==> src/design/gldf_pkg.sv <==
// ---------------------------------------------------------------------------
// gldf_pkg - shared types and constants for the grayscale LED driver feeder
// Beat structs, request/item codes and sequencer states.
// ---------------------------------------------------------------------------
package gldf_pkg;

   localparam int DRIVERS_DEF      = 1;
   localparam int ROWS_DEF         = 6;
   localparam int CH_PER_DRIVER    = 16;
   localparam int BYTES_PER_DRIVER = 24;
   localparam int GRAY_W           = 12;
   localparam int ROW_W            = 3;
   localparam int CHAN_W           = 5;

   // request codes
   localparam logic [1:0] REQ_SET_ONE = 2'd0;
   localparam logic [1:0] REQ_SET_ALL = 2'd1;
   localparam logic [1:0] REQ_TICK    = 2'd2;

   // result item kinds
   localparam logic [1:0] KIND_CTRL = 2'd0;
   localparam logic [1:0] KIND_ROW  = 2'd1;
   localparam logic [1:0] KIND_DATA = 2'd2;

   typedef struct packed {
      logic [1:0]        req_type;
      logic [CHAN_W-1:0] channel;
      logic [GRAY_W-1:0] value;
   } req_beat_type;

   typedef struct packed {
      logic [1:0] item_kind;
      logic [7:0] data_byte;
      logic       leave_program;
      logic       program_exit_clock;
      logic       latch_pulse;
      logic       last;
   } rsp_beat_type;

   typedef enum logic [1:0] {
      ST_IDLE,
      ST_CTRL,
      ST_ROW,
      ST_DATA
   } state_type;

   // position inside a three-byte channel pair
   typedef enum logic [1:0] {
      PH_HI,
      PH_MID,
      PH_LO
   } phase_type;

endpackage

==> src/design/grayscale_led_driver_feeder.sv <==
// ---------------------------------------------------------------------------
// grayscale_led_driver_feeder - grayscale store and refresh byte sequencer
// Holds one 12-bit level per channel in a small RAM and streams it out
// per refresh tick as a control beat, a row-select beat and packed bytes.
// ---------------------------------------------------------------------------
// Usage:
//  - Request channel: a beat (req_data) is taken on a clock edge with start
//    high and busy low. Set-one and set-all beats give no result; busy stays
//    low, so a new beat may follow every cycle.
//  - A refresh tick raises busy until the final byte beat is registered. The
//    output port gives one result beat per cycle, with the level RAM read
//    two channels per three byte beats.
//  - Result channel: rsp_strobe marks each beat for one cycle. The first
//    beat (control) is registered out after the tick moves the sequencer to
//    its control state, then the row byte, then the grayscale bytes, highest
//    channel first, MSB first; the final byte carries last. Beats leave back to back.
//  - The receiver cannot stall; every strobed beat is final.
//  - Reset (synchronous, active high) empties the store to zero levels,
//    sets row 0, no latch pending and programming mode on. Set-all and reset
//    drop per-channel valid bits so a channel reads the shared fill level.
// ---------------------------------------------------------------------------
module grayscale_led_driver_feeder #(
   parameter int DRIVERS = gldf_pkg::DRIVERS_DEF,
   parameter int ROWS    = gldf_pkg::ROWS_DEF
) (
   input  logic                   clock,
   input  logic                   reset,
   input  logic                   start,
   output logic                   busy,
   input  gldf_pkg::req_beat_type req_data,
   output logic                   rsp_strobe,
   output gldf_pkg::rsp_beat_type rsp_data
);
   import gldf_pkg::*;

   localparam int CH = CH_PER_DRIVER * DRIVERS;      // channel count
   localparam int CW = $clog2(CH);                   // RAM address width
   localparam int DB = BYTES_PER_DRIVER * DRIVERS;   // data beats per tick
   localparam int BW = $clog2(DB);                   // byte counter width

   // level store: written on set-one, read through a registered port on a tick
   logic [GRAY_W-1:0] mem [CH];
   logic [GRAY_W-1:0] rd_ff;
   logic              rd_vld_ff;

   // valid bits per channel; invalid channels read the fill level
   logic [CH-1:0]     valid_ff, valid_in;
   logic [GRAY_W-1:0] fill_ff, fill_in;

   state_type         state_ff, state_in;
   phase_type         phase_ff, phase_in;
   logic [CW-1:0]     addr_ff, addr_in;
   logic [BW-1:0]     byte_cnt_ff, byte_cnt_in;
   logic [GRAY_W-1:0] hi_ff, hi_in;
   logic [GRAY_W-1:0] lo_ff, lo_in;
   logic [ROW_W-1:0]  scan_row_ff, scan_row_in;
   logic              latch_pending_ff, latch_pending_in;
   logic              program_mode_ff, program_mode_in;
   logic              rsp_strobe_ff, rsp_strobe_in;
   rsp_beat_type      rsp_data_ff, rsp_data_in;

   logic              wr_en;
   logic [GRAY_W-1:0] rd_val;
   logic              in_range;

   assign busy       = (state_ff != ST_IDLE);
   assign rsp_strobe = rsp_strobe_ff;
   assign rsp_data   = rsp_data_ff;

   // RAM word, or the fill level if the channel was never written since
   // the last set-all / reset
   assign rd_val   = rd_vld_ff ? rd_ff : fill_ff;
   assign in_range = ({1'b0, req_data.channel} < (CHAN_W + 1)'(CH));

   // level RAM, one write port and one registered read port
   always_ff @(posedge clock) begin
      if (wr_en) begin
         mem[req_data.channel[CW-1:0]] <= req_data.value;
      end
      rd_ff     <= mem[addr_ff];
      rd_vld_ff <= valid_ff[addr_ff];
   end

   // control state
   always_ff @(posedge clock) begin
      if (reset) begin
         state_ff         <= ST_IDLE;
         valid_ff         <= '0;
         fill_ff          <= '0;
         scan_row_ff      <= '0;
         latch_pending_ff <= 1'b0;
         program_mode_ff  <= 1'b1;
         rsp_strobe_ff    <= 1'b0;
      end else begin
         state_ff         <= state_in;
         valid_ff         <= valid_in;
         fill_ff          <= fill_in;
         scan_row_ff      <= scan_row_in;
         latch_pending_ff <= latch_pending_in;
         program_mode_ff  <= program_mode_in;
         rsp_strobe_ff    <= rsp_strobe_in;
      end
   end

   // sequencer datapath, no reset needed
   always_ff @(posedge clock) begin
      phase_ff    <= phase_in;
      addr_ff     <= addr_in;
      byte_cnt_ff <= byte_cnt_in;
      hi_ff       <= hi_in;
      lo_ff       <= lo_in;
      rsp_data_ff <= rsp_data_in;
   end

   // Read schedule: the high channel of a pair is latched into hi_ff before
   // its first byte, and the low channel into lo_ff with that first byte. Pair reads for
   // the next group are issued in the middle and low byte cycles.
   always_comb begin
      state_in         = state_ff;
      phase_in         = phase_ff;
      addr_in          = addr_ff;
      byte_cnt_in      = byte_cnt_ff;
      hi_in            = hi_ff;
      lo_in            = lo_ff;
      valid_in         = valid_ff;
      fill_in          = fill_ff;
      scan_row_in      = scan_row_ff;
      latch_pending_in = latch_pending_ff;
      program_mode_in  = program_mode_ff;
      rsp_strobe_in    = 1'b0;
      rsp_data_in      = rsp_data_ff;
      wr_en            = 1'b0;

      case (state_ff)
         ST_IDLE: begin
            if (start) begin
               case (req_data.req_type)
                  REQ_SET_ONE: begin
                     if (in_range) begin
                        wr_en                              = 1'b1;
                        valid_in[req_data.channel[CW-1:0]] = 1'b1;
                     end
                  end
                  REQ_SET_ALL: begin
                     valid_in = '0;
                     fill_in  = req_data.value;
                  end
                  REQ_TICK: begin
                     addr_in  = CW'(CH - 1);
                     state_in = ST_CTRL;
                  end
                  default: begin
                     // unknown request: dropped
                  end
               endcase
            end
         end

         ST_CTRL: begin
            rsp_strobe_in                  = 1'b1;
            rsp_data_in                    = '0;
            rsp_data_in.item_kind          = KIND_CTRL;
            rsp_data_in.program_exit_clock = program_mode_ff;
            rsp_data_in.latch_pulse        = latch_pending_ff;
            program_mode_in                = 1'b0;
            latch_pending_in               = 1'b0;
            addr_in                        = addr_ff - 1'b1;
            state_in                       = ST_ROW;
         end

         ST_ROW: begin
            rsp_strobe_in         = 1'b1;
            rsp_data_in           = '0;
            rsp_data_in.item_kind = KIND_ROW;
            rsp_data_in.data_byte = 8'd1 << scan_row_ff;
            if (({1'b0, scan_row_ff} + 1'b1) < (ROW_W + 1)'(ROWS)) begin
               scan_row_in = scan_row_ff + 1'b1;
            end else begin
               scan_row_in = '0;
            end
            hi_in       = rd_val;
            addr_in     = addr_ff - 1'b1;
            byte_cnt_in = '0;
            phase_in    = PH_HI;
            state_in    = ST_DATA;
         end

         ST_DATA: begin
            rsp_strobe_in         = 1'b1;
            rsp_data_in           = '0;
            rsp_data_in.item_kind = KIND_DATA;
            case (phase_ff)
               PH_HI: begin
                  lo_in                 = rd_val;
                  rsp_data_in.data_byte = hi_ff[GRAY_W-1:4];
                  phase_in              = PH_MID;
               end
               PH_MID: begin
                  rsp_data_in.data_byte = {hi_ff[3:0], lo_ff[GRAY_W-1:8]};
                  addr_in               = addr_ff - 1'b1;
                  phase_in              = PH_LO;
               end
               PH_LO: begin
                  rsp_data_in.data_byte = lo_ff[7:0];
                  hi_in                 = rd_val;
                  addr_in               = addr_ff - 1'b1;
                  phase_in              = PH_HI;
               end
               default: begin
                  phase_in = PH_HI;
               end
            endcase
            byte_cnt_in = byte_cnt_ff + 1'b1;
            if (byte_cnt_ff == BW'(DB - 1)) begin
               rsp_data_in.last = 1'b1;
               latch_pending_in = 1'b1;
               state_in         = ST_IDLE;
            end
         end

         default: begin
            state_in = ST_IDLE;
         end
      endcase
   end

   // ------------------------------------------------------------------
   // checks
   // ------------------------------------------------------------------
   a_last_on_data: assert property (@(posedge clock) disable iff (reset)
      (rsp_strobe && rsp_data.last) |-> (rsp_data.item_kind == KIND_DATA))
      else $error("last flagged on a non-data beat");

   a_ctrl_then_row: assert property (@(posedge clock) disable iff (reset)
      (rsp_strobe && rsp_data.item_kind == KIND_CTRL)
      |=> (rsp_strobe && rsp_data.item_kind == KIND_ROW))
      else $error("control beat not followed by row beat");

   a_row_onehot: assert property (@(posedge clock) disable iff (reset)
      (rsp_strobe && rsp_data.item_kind == KIND_ROW) |-> $onehot(rsp_data.data_byte))
      else $error("row select byte not one-hot");

   a_data_run_gapless: assert property (@(posedge clock) disable iff (reset)
      (rsp_strobe && rsp_data.item_kind == KIND_DATA && !rsp_data.last)
      |=> (rsp_strobe && rsp_data.item_kind == KIND_DATA))
      else $error("gap inside data byte run");

   a_flags_ctrl_only: assert property (@(posedge clock) disable iff (reset)
      (rsp_strobe && rsp_data.item_kind != KIND_CTRL)
      |-> (!rsp_data.program_exit_clock && !rsp_data.latch_pulse))
      else $error("control flags set outside control beat");

endmodule
==> config.mk <==
export PLATFORM = sky130hd
export DESIGN_NAME = grayscale_led_driver_feeder
export DESIGN_NICKNAME = d
export VERILOG_FILES = /design/src/design/gldf_pkg.sv /design/src/design/grayscale_led_driver_feeder.sv
export SDC_FILE = /design/constraint.sdc
export NUM_CORES = 1
export LEC_CHECK = 0
export BUFFER_PORTS_ARGS = -buffer_cell sky130_fd_sc_hd__buf_2
export CELL_PAD_IN_SITES_DETAIL_PLACEMENT = 0
export CELL_PAD_IN_SITES_GLOBAL_PLACEMENT = 1
export CORE_AREA = 2 2 174 176
export CTS_BUF_LIST = sky130_fd_sc_hd__clkbuf_8
export DETAILED_ROUTE_END_ITERATION = 16
export DIE_AREA = 0 0 176 178
export PLACE_DENSITY_LB_ADDON = 0.2
export SLEW_MARGIN = 20
export SYNTH_ARGS = -nofsm -noshare
export SYNTH_HDL_FRONTEND = slang
export SYNTH_SLANG_ARGS = --single-unit
==> constraint.sdc <==
create_clock -name clock -period 5 [get_ports clock]
set_input_delay 1 -clock clock [delete_from_list [all_inputs] [get_ports clock]]
set_output_delay 1 -clock clock [all_outputs]
set_load 0.03 [all_outputs]
# [Yosys cells after proc, flatten, opt, wreduce, memory -nomap -nowiden]
# Memories as Yosys holds them, arrays and structs flattened. A register that Yosys moved wholly into a read port is not among the register bits.
# Index checks and enable logic that the tools add are counted.
[op_classes] order_cmp=5 reduce_logical=19 add_sub_neg=4 muxes=33 n_eq_ne=14 multipliers=0 n_div=0 shift=1 bitwise=1
[op_table] op="$pmux W14 S3" count=1
[op_table] op="$pmux W16 S2" count=1
[op_table] op="$mux W12" count=2
[op_table] op="$pmux W12 S2" count=1
[op_table] op="$pmux W8 S3" count=1
[op_table] op="$mux W16" count=1
[op_table] op="$or A16 B16 Y16" count=1
[op_table] op="$mux W4" count=3
[op_table] op="$pmux W4 S3" count=1
[op_table] op="$mux W1" count=11
[op_table] op="$lt A4 B5 Y1 const B" count=2
[op_table] op="$pmux W5 S2" count=1
[op_table] op="$reduce_and A3 Y1" count=3
[op_table] op="$eq A2 B2 Y1 const B" count=4
[op_table] op="$ne A2 B2 Y1 const B" count=4
[op_table] op="$pmux W2 S2" count=2
[op_table] op="$pmux W2 S4" count=1
[op_table] op="$reduce_bool A2 Y1" count=4
[op_table] op="$shl A1 B3 Y8 const A" count=1
[op_table] op="$eq A2 B1 Y1 const B" count=3
[op_table] op="$logic_not A2 Y1" count=3
[op_table] op="$mux W2" count=3
[op_table] op="$reduce_and A2 Y1" count=3
[op_table] op="$add A5 B1 Y5 const B" count=1
[op_table] op="other kinds (17)" count=19
[totals] word_cells=97 input_bits=22 n_memories=1 register_bits=86 output_inout_bits=16 latchBits=0 mem_bits_rw=192 rom_bits=0
[mem_list] name="mem" words=16 word_bits=12 read_ports=1 rd_clocked_by_memory_dff=1 wr=1 line_no="grayscale_led_driver_feeder.sv:42" text="logic [GRAY_W-1:0] mem [CH];"

# [Logic depth before layout (Yosys ltp)]
# Gate-level depths: netlist (run 1).
[depth] word_depth=7 mapped_depth=8 mapped_depth_nobuf=6

# [Worst setup path before layout (run 1)]
# Ideal clock, no wire load.
[synth_path] path_kind="input to register" startpoint="input port req_data[18] in the netlist's numbering" endpoint="memory mem[3][0], enable pin" required_ns=4.604 setup_time_ns=0.396 n_path_buf=0 stages=4 slack_ns=2.004 arrival_ns=2.600 path_cell_list="nand3b_2 nor3_1 nand3_1 nor3_1"
[synth_via] elab_chain_cells=6
[synth_rtl] element="from (decl)" line_no="grayscale_led_driver_feeder.sv:30" text="input gldf_pkg::req_beat_type req_data,"
[synth_rtl] element="$logic_not A2 Y1" line_no="grayscale_led_driver_feeder.sv:137" text="case (req_data.req_type)"
[synth_rtl] element="$mux W1" line_no="grayscale_led_driver_feeder.sv:137"
[synth_rtl] element="$mux W1" line_no="grayscale_led_driver_feeder.sv:136" text="if (start) begin"
[synth_rtl] element="$mux W1" line_no="grayscale_led_driver_feeder.sv:134" text="case (state_ff)"
[synth_rtl] element="$mux W1" line_no="grayscale_led_driver_feeder.sv:77" text="if (wr_en) begin"
[synth_rtl] element="$mux W1 (not written as such)" line_no="grayscale_led_driver_feeder.sv:78" text="mem[req_data.channel[CW-1:0]] <= req_data.value;"
[synth_rtl] element="to (decl)" line_no="grayscale_led_driver_feeder.sv:42"
# Every way passes these cells.

# [Worst setup path after layout (run 1)]
[layout_path] startpoint="register state_ff[0]" endpoint="memory mem[11][1], enable pin"
[layout_via] elab_chain_cells=4
[layout_rtl] element="from (decl)" line_no="grayscale_led_driver_feeder.sv:50" text="state_type state_ff, state_in;"
[layout_rtl] element="from (signal assigned)" line_no="grayscale_led_driver_feeder.sv:95" text="state_ff <= state_in;"
[layout_rtl] element="$logic_not A2 Y1" line_no="grayscale_led_driver_feeder.sv:134"
[layout_rtl] element="$mux W1" line_no="grayscale_led_driver_feeder.sv:134"
[layout_rtl] element="$mux W1" line_no="grayscale_led_driver_feeder.sv:77"
[layout_rtl] element="$mux W1 (not written as such)" line_no="grayscale_led_driver_feeder.sv:78"
# Every way passes these cells.

==> summary.md, run 1 <==
| Metric | Value |
|---|---|
| Fmax | roughly 340 MHz |
| Clock Root Buffer | clkbuf_8 |
| Top_reg_cell synth | edfxtp_1 |
| H-Tree Depth | 2 |
| Reg-to-reg slack, setup | about 2000 ps |
| Post-synthesis async set-or-reset flop share | 0% |
| Share of cells above drive strength 1 | about a fifth |
| Mapped cell area | between 10,000 and 15,000 um2 |
| Post-synth EDFFs | 240 |
| CP Capture Type | flop |
| Slew Viols, Final | 0 |
| Unique masters post-synth | 42 |
| Final Util | about 44% |
| Post-Syn Instances | approximately 700 |
| Chip width | ~180 um |
| Clk buf depth | 3 |
| Post-cts sizing count | 0 |
| Seq/Total Area, Yosys | 72.1% |
| DRC violations left | 0 |
| Pwr dens | roughly 490 nW/um2 |
| CP max-delay cell | nor2_1 |
| Final setup TNS | 0 ps |
| Largest net degree at the start of global routing | 38 |
| Synth Net Count | 739 |
| Hold EP | fill_ff[4] |
| Number of post-CTS setup repair buffers | 0 |
| IO Count | 38 |
| Worst r2r src | state_ff[0] |
| Max VDD drop | ~210 uV |
| CORE AREA | around 29,000 um2 |
| Vias | 6,155 |
| Tmin final | 2980 ps |
| Nets | between 700 and 800 |
| DRT Wirelength | ~26,000 um |
| Post-DP Area | 11,900 um2 |
| Initial DRC Count | about 560 |
| Pre-antenna DRT Iters | 6 |
| TritonCTS clock tree | done |
| Multi-input gate area | 2890 um2 |
| Outcome | finished clean |
| Max Clock Skew | 32.4 ps |
| Cell Chain, Critical Path | inv_1 > ha_1 > nand3b_2 > nor3_1 > nand3_1 > nor2_1 |
| Fin crit share | 59.6% |
| RSZ-0062 raised after global routing | false |
| Most common cell in the netlist | edfxtp_1 |
| Latest clock arrival within the worst-skew pair | around 580 ps |
| Flops & latches, synth | 289 |
| Post-synth top area cell | edfxtp_1 |
| Crit path max fanout | 12 |
| Pwr Total | 6.24 mW |
| Final instance area | ~13,000 um2 |
| Slew Limit Headroom | ~30% |
| Max stage delay on crit path | roughly 860 ps |
| Drt wl/cell | approximately 22 um |
| Row count | between 60 and 70 |
| Port bufs | 36 |
| Class of the worst hold path | reg -> reg |
| Crit path arrival time | between 3000 and 4000 ps |
| Non-Filler Instances | ~1,200 |
| Vias in the first global route | 6,414 |
| Final setup violating endpoints | 0 |
| Critical hold path startpoint | fill_ff[4] |
| Drt via density | ~5.2 |
| Total CTS buffers | between 40 and 50 |
| Yosys Warn Count | 0 |
| Grt total ovfl | 0 |
| GRT Total Usage | roughly 17% |
| Path depth of the worst reg2reg path | 6 |
| Synth-to-Final Area Change | 13.2% |
| Inst Count DP | ~1,100 |
| FF+latch area | roughly 8200 um2 |
| Critical path class | reg -> reg |
| R2r endpoint | mem[11][1] |
| Die span in y | roughly 180 um |
| Pleak | 4.59 nW |
| Synth area leaders | edfxtp_1 63%, dfxtp_1 8.6%, mux4_2 5.2%, mux2i_1 4.7%, ha_1 2.1% |
| Max Cap Violations | 0 |
| Initial Util | slightly below 40% |
| First-pass GRT wire length | 39,700 um |
| Final hold vios | 0 |
| Worst-path clk slew | roughly 60 ps |
| Sinks on the clock net | around 290 |
| Final GP Congestion | 0.828 |
| Synth cell count leaders | 240 x edfxtp_1, 55 x nor2_1, 53 x mux2i_1, 49 x dfxtp_1, 38 x nand2_1 |
| Post-synth top area share | 63.5% |
| CP Data Required Time | roughly 5200 ps |
| Post-CTS Hold Fix Bufs | 0 |
| Filler cells | about 2,600 |
| Crit start category | flop |
| Dpl hpwl | 17,300 um |
| Synth Area per Inst | about 16 um2 |
| Routed Antenna Nets | 0 |
| Initial antenna violation count | 0 |
| Transition time of the tightest slew-check pin | roughly 1000 ps |
| Hold Crit Depth | 2 |
| Diode count | 0 |
| Die Area | ~31,000 um2 |
[kinds of logic (layout without fill, tap and decap cells)]
logic type | count (synthesis) | after routing | share of synthesized area [%]
AOI/OAI and AO/OA | 106 | 106 | 6.42
xor gates and xnor gates | 5 | 5 | 0.386
adders and majority gates | 19 | 19 | 2.09
buffers and inverters | 55 | 147 | 2.68
DFF | 289 | 289 | 72.1
muxes | 93 | 93 | 11.2
other | 1 | 1 | 0.0330
and+or+nand+nor | 130 | 130 | 5.03
[how the worst max path moves through the flow]
stage | from | endpoint | cells after the start
6_report | state_ff[0] | mem[11][1] | 6
5_1_grt | state_ff[0] | mem[11][1] | 6
4_1_cts | state_ff[0] | mem[5][5] | 6
3_5_place_dp | req_data[18] | mem[11][1] | 5
3_3_place_gp | req_data[18] | mem[3][5] | 5
2_1_floorplan | req_data[18] | mem[3][0] | 4
[critical path, delay by kind of cell (launching register included)]
family | cells | cell delay [ps]
fa+ha+maj | 1 | 270
buf+inv | 1 | 120
flops | 1 | 340
simple gates | 4 | 1880
[report_power, final]
| group | internal [mW] | switching [mW] |
|---|---|---|
| Clock | 1.14 | 0.959 |
| Sequential | 2.84 | 0.107 |
| Combinational | 0.463 | 0.741 |
[cell usage in the layout (no fill, tap or decap), types with 14 or more instances in the layout]
master | netlist | final
clkbuf_8 | 0 | 49
a221oi_1 | 26 | 26
nand2_1 | 38 | 38
edfxtp_1 | 240 | 240
dfxtp_1 | 49 | 49
nor2_1 | 55 | 54
inv_1 | 19 | 33
mux4_2 | 26 | 26
ha_1 | 19 | 19
a21oi_1 | 26 | 26
buf_2 | 7 | 36
mux2_2 | 14 | 14
mux2i_1 | 53 | 53
[metrics by stage]
step	setup slack, ps	hold slack, ps
6_report	2020	452
5_1_grt	1780	480
4_1_cts	1960	455
3_5_place_dp	1520	448
3_3_place_gp	1590	435
2_1_floorplan	2000	427
[layer usage]
metal | vias up | share of wire (%) | GRT usage [%] | routed length [um]
met3 | 50 | 8.0 | 3.71 | 2100
met1 | 3065 | 44 | 23.8 | 11700
met2 | 223 | 45 | 27.4 | 11900
li1 | 2817 | - | - | -
met4 | 0 | 2.5 | 5.92 | 671
met5 | - | 0 | 0 | 0
[flip-flops by register name, summed over array words and instances (netlist names), 2 cells and up]
name         flops
lo_ff           12
addr_ff          4
hi_ff           12
scan_row_ff      3
state_ff         2
rd_ff           12
rsp_data        13
mem            192
byte_cnt_ff      5
fill_ff         12
phase_ff         2
valid_ff        16
[cell type report]
class,instances,area share [%]
timing repair buffer,39,1.77
inverter,19,0.555
clock buffer,49,5.25
tap,390,3.80
clock inverter,40,2.36
multi-input combinational,354,22.5
sequential,289,63.7
Power figures use the tool's default switching activity.
==> run 2, diff against run 1 <==
--- a/config.mk
+++ b/config.mk
@@ -5,13 +5,14 @@
 export SDC_FILE = /design/constraint.sdc
 export NUM_CORES = 1
 export LEC_CHECK = 0
+export ABC_AREA = 1
 export BUFFER_PORTS_ARGS = -buffer_cell sky130_fd_sc_hd__buf_2
 export CELL_PAD_IN_SITES_DETAIL_PLACEMENT = 0
 export CELL_PAD_IN_SITES_GLOBAL_PLACEMENT = 1
-export CORE_AREA = 2 2 174 176
+export CORE_AREA = 2 2 181 183
 export CTS_BUF_LIST = sky130_fd_sc_hd__clkbuf_8
 export DETAILED_ROUTE_END_ITERATION = 16
-export DIE_AREA = 0 0 176 178
+export DIE_AREA = 0 0 183 185
 export PLACE_DENSITY_LB_ADDON = 0.2
 export SLEW_MARGIN = 20
 export SYNTH_ARGS = -nofsm -noshare
==> constraint.sdc (replaced) <==
create_clock -name clock -period 2.8 [get_ports clock]
set_input_delay 0.56 -clock clock [delete_from_list [all_inputs] [get_ports clock]]
set_output_delay 0.56 -clock clock [all_outputs]
set_load 0.03 [all_outputs]
==> run 2 against run 1 <==
Compared with the run above: total power up 100%; flip-flop and latch count did not move; clock power rose by 81%; via count rose by 32%; count of clock-buffer cells in the layout increased by 6; cell area grew 9.0%; first-iteration DRC count down 7.5%; sequential power is 84% higher; area after synthesis grew 7.8%; non-clock buffer count is 28 higher; critical endpoint is now mem[5][8].
==> summary.md, run 2 <==
| Metric | Value |
|---|---|
| First-pass GRT wire length | 48,500 um (was 39,700 um) |
| Pwr dens | 900 nW/um2 (was 486 nW/um2) |
| Clk buf depth | 3 (unchanged) |
| Worst-path clk slew | 60 ps (about the same) |
| DRC violations left | 0 (unchanged) |
| Slew Limit Headroom | 47.5% (was 29.9%) |
| Total CTS buffers | 51 (was 48) |
| Fmax | 471 MHz (was 335 MHz) |
| Switching component of the power | 4.51 mW (was 1.81 mW) |
| Vias in the first global route | 7,971 (was 6,414) |
| CP Capture Type | flop (unchanged) |
| Fin crit share | 75.8% (was 59.6%) |
| Synth area leaders | edfxtp_1 59%, nand2_1 12%, dfxtp_1 8.0%, inv_1 4.8%, nand3_1 4.4% (was edfxtp_1 63%, dfxtp_1 8.6%, mux4_2 5.2%, mux2i_1 4.7%, ha_1 2.1%) |
| Most common cell after layout, fill and taps aside | nand2_1 (was edfxtp_1) |
| Final GP Congestion | 0.801 (was 0.828) |
| Largest net degree at the start of global routing | 131 (was 38) |
| Multi-input gate area | 3260 um2 (was 2890 um2) |
| Synth Area per Inst | 10.0 um2 (was 16.3 um2) |
| Flops & latches, synth | 289 (unchanged) |
| Most common cell in the netlist | nand2_1 (was edfxtp_1) |
| Final instance area | 14,000 um2 (was 12,800 um2) |
| Synth cell count leaders | 388 x nand2_1, 240 x edfxtp_1, 158 x inv_1, 108 x nor2_1, 107 x nand3_1 (was 240 x edfxtp_1, 55 x nor2_1, 53 x mux2i_1, 49 x dfxtp_1, 38 x nand2_1) |
| Share of cells above drive strength 1 | 11.9% (was 19.6%) |
| Hold Crit Depth | 2 (unchanged) |
| TritonCTS clock tree | done (unchanged) |
| Filler cells | 3,192 (was 2,597) |
| Initial Util | 38.2% (was 38.6%) |
| Yosys Warn Count | 0 (unchanged) |
| Max Clock Skew | 55.9 ps (was 32.4 ps) |
| Post-synthesis async set-or-reset flop share | 0% (unchanged) |
| Top_reg_cell synth | edfxtp_1 (unchanged) |
| Crit path max fanout | 16 (was 12) |
| Total internal power | 8.08 mW (was 4.43 mW) |
| Post-cts sizing count | 0 (unchanged) |
| Post-synth EDFFs | 240 (unchanged) |
| Critical path class | reg -> reg (unchanged) |
| Sinks on the clock net | 289 (unchanged) |
| Crit start category | flop (unchanged) |
| IO Count | 38 (unchanged) |
| Drt wl/cell | 18.4 um (was 22.3 um) |
| Post-CTS Hold Fix Bufs | 0 (unchanged) |
| Latest clock arrival within the worst-skew pair | 600 ps (was 580 ps) |
| Crit path arrival time | 2420 ps (was 3180 ps) |
| Die span in y | 185 um (was 178 um) |
| Slew Viols, Final | 0 (unchanged) |
| Critical hold path startpoint | reset (was fill_ff[4]) |
| Initial antenna violation count | 0 (unchanged) |
| Fraction of power consumed by the clock network | 30.1% (was 33.6%) |
| Min Hold Slack | 231 ps (was 452 ps) |
| Outcome | finished clean (unchanged) |
| Final hold vios | 0 (unchanged) |
| Routed Antenna Nets | 0 (unchanged) |
| Non-Filler Instances | 1,744 (was 1,180) |
| Tmin final | 2120 ps (was 2980 ps) |
| Class of the worst hold path | in -> reg (was reg -> reg) |
| Max VDD drop | 483 uV (was 208 uV) |
| Grt total ovfl | 0 (unchanged) |
| Largest register FFs | 192 (unchanged) |
| GRT Total Usage | 19.4% (was 17.3%) |
| Post-DP Area | 13,000 um2 (was 11,900 um2) |
| Transition time of the tightest slew-check pin | 787 ps (was 1050 ps) |
| Combinational share of power | 27.0% (was 19.3%) |
| Synth Net Count | 1,265 (was 739) |
| Nets | 1,333 (was 792) |
| Chip width | 183 um (was 176 um) |
| Synth-to-Final Area Change | 14.4% (was 13.2%) |
| H-Tree Depth | 2 (unchanged) |
| Dpl hpwl | 20,100 um (was 17,300 um) |
| Final setup TNS | 0 ps (unchanged) |
| CORE AREA | 32,000 um2 (was 29,400 um2) |
| Post-synth top area share | 58.9% (was 63.5%) |
| R2r endpoint | mem[5][8] (was mem[11][1]) |
| Die Area | 33,900 um2 (was 31,300 um2) |
| Most frequent cells in the layout | 388 x nand2_1, 240 x edfxtp_1, 170 x inv_1 (was 240 x edfxtp_1, 54 x nor2_1, 53 x mux2i_1) |
| Sequential Power Share | 42.9% (was 47.2%) |
| CP Data Required Time | 3090 ps (was 5200 ps) |
| Initial DRC Count | 519 (was 561) |
| Pleak | 5.75 nW (was 4.59 nW) |
| Number of post-CTS setup repair buffers | 0 (unchanged) |
| Switching part of the total | 35.8% (was 29.0%) |
| DRT Wirelength | 32,100 um (was 26,400 um) |
| Port bufs | 36 (unchanged) |
| Post-Syn Instances | 1,224 (was 698) |
| Max Cap Violations | 0 (unchanged) |
| FF+latch area | 8190 um2 (unchanged) |
| Inst Count DP | 1,647 (was 1,091) |
| Hold EP | scan_row_ff[2] (was fill_ff[4]) |
| RSZ-0062 raised after global routing | false (unchanged) |
| Final setup violating endpoints | 0 (unchanged) |
| Pre-antenna DRT Iters | 5 (was 6) |
| Clock Root Buffer | clkbuf_8 (unchanged) |
| Post-synth top area cell | edfxtp_1 (unchanged) |
| Row count | 66 (was 63) |
| Drt via density | 4.67 (was 5.22) |
| Seq/Total Area, Yosys | 66.9% (was 72.1%) |
| Mapped cell area | 12,200 um2 (was 11,300 um2) |
| Unique masters post-synth | 25 (was 42) |
| Reg-to-reg slack, setup | 680 ps (was 2020 ps) |
| Vias | 8,141 (was 6,155) |
| Worst r2r src | state_ff[0] (unchanged) |
| Path depth of the worst reg2reg path | 8 (was 6) |
run 2: kinds of logic (layout without fill, tap and decap cells):
| kind of cell | after synthesis | after routing | synth area share, % |
|---|---|---|---|
| AND/OR/NAND/NOR | 624 | 624 | 20.6 |
| flip-flops | 289 | 289 | 66.9 |
| buffers and inverters | 213 | 324 | 7.14 |
| AO/OA/AOI/OAI | 77 | 77 | 3.26 |
| adder cells (fa/ha/maj) | 19 | 19 | 1.94 |
| other | 1 | 2 | 0.0306 |
| XOR/XNOR | 1 | 1 | 0.0716 |
run 2: worst max path at each step:
stage,startpoint,endpoint,slack (ps)
4_1_cts,state_ff[0],mem[5][8],630
2_1_floorplan,state_ff[0],mem[10][0],420
6_report,state_ff[0],mem[5][8],680
3_3_place_gp,req_data[18],mem[5][0],560
3_5_place_dp,req_data[18],mem[5][1],570
5_1_grt,state_ff[0],mem[5][8],500
run 2: layout make-up:
| cell class | instances | share of cell area, % |
|---|---|---|
| Antenna cell | 1 | 0.0179 |
| Clock buffer | 55 | 5.41 |
| Clock inverter | 41 | 1.71 |
| Inverter | 161 | 4.34 |
| Multi-Input combinational cell | 722 | 23.3 |
| Sequential cell | 289 | 58.5 |
| Tap cell | 408 | 3.65 |
| Timing Repair Buffer | 67 | 3.13 |
run 2: worst max-delay path: stages (launching register included):
cell and delay (ps):
dfxtp_1 340, inv_1 110, ha_1 220, nand3_1 120, nor2_1 100, nand2_1 60, buf_4 230, nor3_2 420
buf_4 250
run 2: per-stage QoR:
| step | power, mW | utilization [%] | setup slack [ps] |
|---|---|---|---|
| 3_5_place_dp | 8.94 | 40.6 | 568 |
| 6_report | 12.6 | 43.7 | 677 |
| 4_1_cts | 12.8 | 43.7 | 631 |
| 2_1_floorplan | 7.76 | - | 421 |
| 3_3_place_gp | 8.95 | 40.6 | 564 |
| 5_1_grt | 13.3 | 43.7 | 500 |
run 2: routing by layer:
layer,track usage (%),up-vias,wire [um]
li1,-,4097,-
met1,26.2,3762,14600
met2,31.5,213,14900
met3,2.81,69,1440
met4,8.35,0,1150
met5,0,-,0
run 2: power by group through the flow:
stage                     sequential [mW]  clock, mW  combinational [mW]
after CTS                            5.41       3.90                3.46
after detailed placement             5.49          0                3.45
after floorplan                      5.57          0                2.18
after global routing                 5.44       4.08                3.82
after global placement               5.49          0                3.45
final                                5.40       3.79                3.40
==> run 3, diff against run 2 <==
==> constraint.sdc (replaced) <==
create_clock -name clock -period 2 [get_ports clock]
set_input_delay 0.4 -clock clock [delete_from_list [all_inputs] [get_ports clock]]
set_output_delay 0.4 -clock clock [all_outputs]
set_load 0.03 [all_outputs]
==> run 3 against run 2 <==
Compared with the run above: clock skew fell by 39 ps; setup slack got worse by 580 ps; cell count is 0.63% higher; global-route usage increased by 0.20 points; first-iteration DRC count up 30%; sequential share of layout area fell by 1.1 points; hold slack lost 130 ps; non-clock buffer count is 21 higher; die area unchanged; highest routed layer unchanged.
==> summary.md, run 3 (same netlist as run 2, synthesis figures left out) <==
| Metric | Value |
|---|---|
| Largest net degree at the start of global routing | 58 (was 131) |
| Final setup violating endpoints | 0 (unchanged) |
| Transition time of the tightest slew-check pin | 627 ps (was 787 ps) |
| Port bufs | 36 (unchanged) |
| Final GP Congestion | 0.849 (was 0.801) |
| Sinks on the clock net | 289 (unchanged) |
| Fin crit share | 95.2% |
| Outcome | finished clean (unchanged) |
| Total internal power | 11.2 mW (was 8.08 mW) |
| Pre-antenna DRT Iters | 5 (unchanged) |
| Critical hold path startpoint | reset (unchanged) |
| Filler cells | 3,084 (was 3,192) |
| Post-CTS Hold Fix Bufs | 0 (unchanged) |
| CP max-delay cell | dfxtp_2 (was nor3_2) |
| Most frequent cells in the layout | 388 x nand2_1, 240 x edfxtp_1, 180 x inv_1 (was 388 x nand2_1, 240 x edfxtp_1, 170 x inv_1) |
| Vias | 8,261 (was 8,141) |
| Dpl hpwl | 21,100 um (was 20,100 um) |
| CORE AREA | 32,000 um2 (unchanged) |
| Drt wl/cell | 18.5 um (was 18.4 um) |
| Drt via density | 4.71 (was 4.67) |
| IO Count | 38 (unchanged) |
| Latest clock arrival within the worst-skew pair | 550 ps (was 600 ps) |
| Class of the worst hold path | in -> reg (unchanged) |
| Fmax | about 530 MHz |
| Routed Antenna Nets | 0 (unchanged) |
| DRT Wirelength | 32,500 um (was 32,100 um) |
| Grt total ovfl | 0 (unchanged) |
| Largest register FFs | 192 (unchanged) |
| Clk buf depth | 3 (unchanged) |
| Initial DRC Count | 675 (was 519) |
| Share of cells above drive strength 1 | 12.5% (was 11.9%) |
| Initial antenna violation count | 2 (was 0) |
| Total CTS buffers | 49 (was 51) |
| Sequential Power Share | 43.2% (was 42.9%) |
| CP Data Required Time | 1600 ps (was 3090 ps) |
| Max Cap Violations | 0 (unchanged) |
| Synth-to-Final Area Change | 16.7% (was 14.4%) |
| Crit path launch | state_ff[1] (was state_ff[0]) |
| Critical path class | reg -> out (was reg -> reg) |
| Vias in the first global route | 7,974 (was 7,971) |
| Chip width | 183 um (unchanged) |
| Clock Root Buffer | clkbuf_8 (unchanged) |
| FF+latch area | 8190 um2 (about the same) |
| Slew Limit Headroom | 58.2% (was 47.5%) |
| Worst path top cell family by delay | buffers and inverters (was simple AND/OR/NAND/NOR gates) |
| Slew Viols, Final | 0 (unchanged) |
| DRC violations left | 0 (unchanged) |
| Worst r2r src | state_ff[1] (was state_ff[0]) |
| H-Tree Depth | 2 (unchanged) |
| Crit path max fanout | 4 (was 16) |
| Worst-path clk slew | 60 ps (about the same) |
| Pwr dens | 1210 nW/um2 (was 900 nW/um2) |
| Initial Util | 38.2% (unchanged) |
| Cell Chain, Critical Path | inv_1 > ha_2 > buf_4 > inv_1 > buf_4 (was inv_1 > ha_1 > nand3_1 > nor2_1 > nand2_1 > buf_4 > nor3_2 > buf_4) |
| Die span in y | 185 um (unchanged) |
| Most common cell after layout, fill and taps aside | nand2_1 (unchanged) |
| Non-Filler Instances | 1,755 (was 1,744) |
| Inst Count DP | 1,668 (was 1,647) |
| Diode count | 0 (was 1) |
| RSZ-0062 raised after global routing | false (unchanged) |
| Row count | 66 (unchanged) |
| Multi-input gate area | 3320 um2 (was 3260 um2) |
| Switching part of the total | 35.4% (was 35.8%) |
| Max VDD drop | 538 uV (was 483 uV) |
| Final hold vios | 0 (unchanged) |
| GRT Total Usage | 19.6% (was 19.4%) |
| Die Area | 33,900 um2 (unchanged) |
| Combinational share of power | 29.8% (was 27.0%) |
| Switching component of the power | 6.12 mW (was 4.51 mW) |
| Pwr Total | 17.3 mW (was 12.6 mW) |
| Nets | 1,352 (was 1,333) |
| Fraction of power consumed by the clock network | 27.0% (was 30.1%) |
| Crit start category | flop (unchanged) |
| Max stage delay on crit path | 360 ps (was 420 ps) |
| First-pass GRT wire length | 48,400 um (was 48,500 um) |
| Buf/Inv on CP | 4 (was 3) |
| Pleak | 5.96 nW (was 5.75 nW) |
| Max Clock Skew | 16.8 ps (was 55.9 ps) |
| Crit path arrival time | 1500 ps (was 2420 ps) |
| Tmin final | 1900 ps |
| CP Capture Type | primary output (was flop) |
| TritonCTS clock tree | done (unchanged) |
-- run 3: per-stage QoR --
step	util, %	hold slack (ps)	setup WS, ps	TNS [ps]	cell area (um2)
3_5_place_dp	41.8	437	148	0	13400
3_3_place_gp	41.8	431	150	0	13400
6_report	44.6	105	96.4	0	14300
4_1_cts	44.5	73.0	10.1	0	14300
2_1_floorplan	-	424	-208	-14990	12300
5_1_grt	44.6	86.1	2.58	0	14300
-- run 3: worst register-to-register path, cell delays in order, from the launching register on --
cell     delay [ps]
dfxtp_2         340
inv_1           110
ha_2            190
nand3_1         100
nor2_1          100
nand2_1         130
buf_12          220
nor3_2          130
buf_4           230
-- run 3: layout make-up --
class	count	area share (%)
Sequential cell	289	57.4
Multi-Input combinational cell	722	23.3
Clock inverter	34	0.920
Timing Repair Buffer	88	5.50
Tap cell	408	3.58
Inverter	161	4.25
Clock buffer	53	5.11
-- run 3: power by group through the flow --
stage | clock, mW | sequential (mW) | combinational, mW
final | 4.67 | 7.47 | 5.14
after floorplan | 0 | 7.80 | 3.07
after detailed placement | 0 | 7.59 | 5.18
after CTS | 4.78 | 7.48 | 5.21
after global placement | 0 | 7.58 | 5.18
after global routing | 5.03 | 7.53 | 5.75
-- run 3: per-layer routing --
layer,global-route usage [%],vias up,share of wire [%]
met3,2.87,75,5.1
met5,0,-,0
met1,26.2,3815,45
met4,7.55,0,3.5
li1,-,4144,-
met2,32.6,227,47
-- run 3: final timing paths --
| check | endpoint | slack, ps | cells past startpoint |
|---|---|---|---|
| worst max-delay path | busy | 100 | 5 |
| worst min-delay path | latch_pending_ff | 110 | 2 |
| worst max register to register | mem[11][0] | 150 | 8 |
| worst min register to register | fill_ff[5] | 440 | 2 |
-- run 3: repair_timing --
action | 4_1_cts | 5_1_grt
setup endpoints to repair | 1 | 1
resized for setup | 3 | 1
buffers inserted | 0 | 0
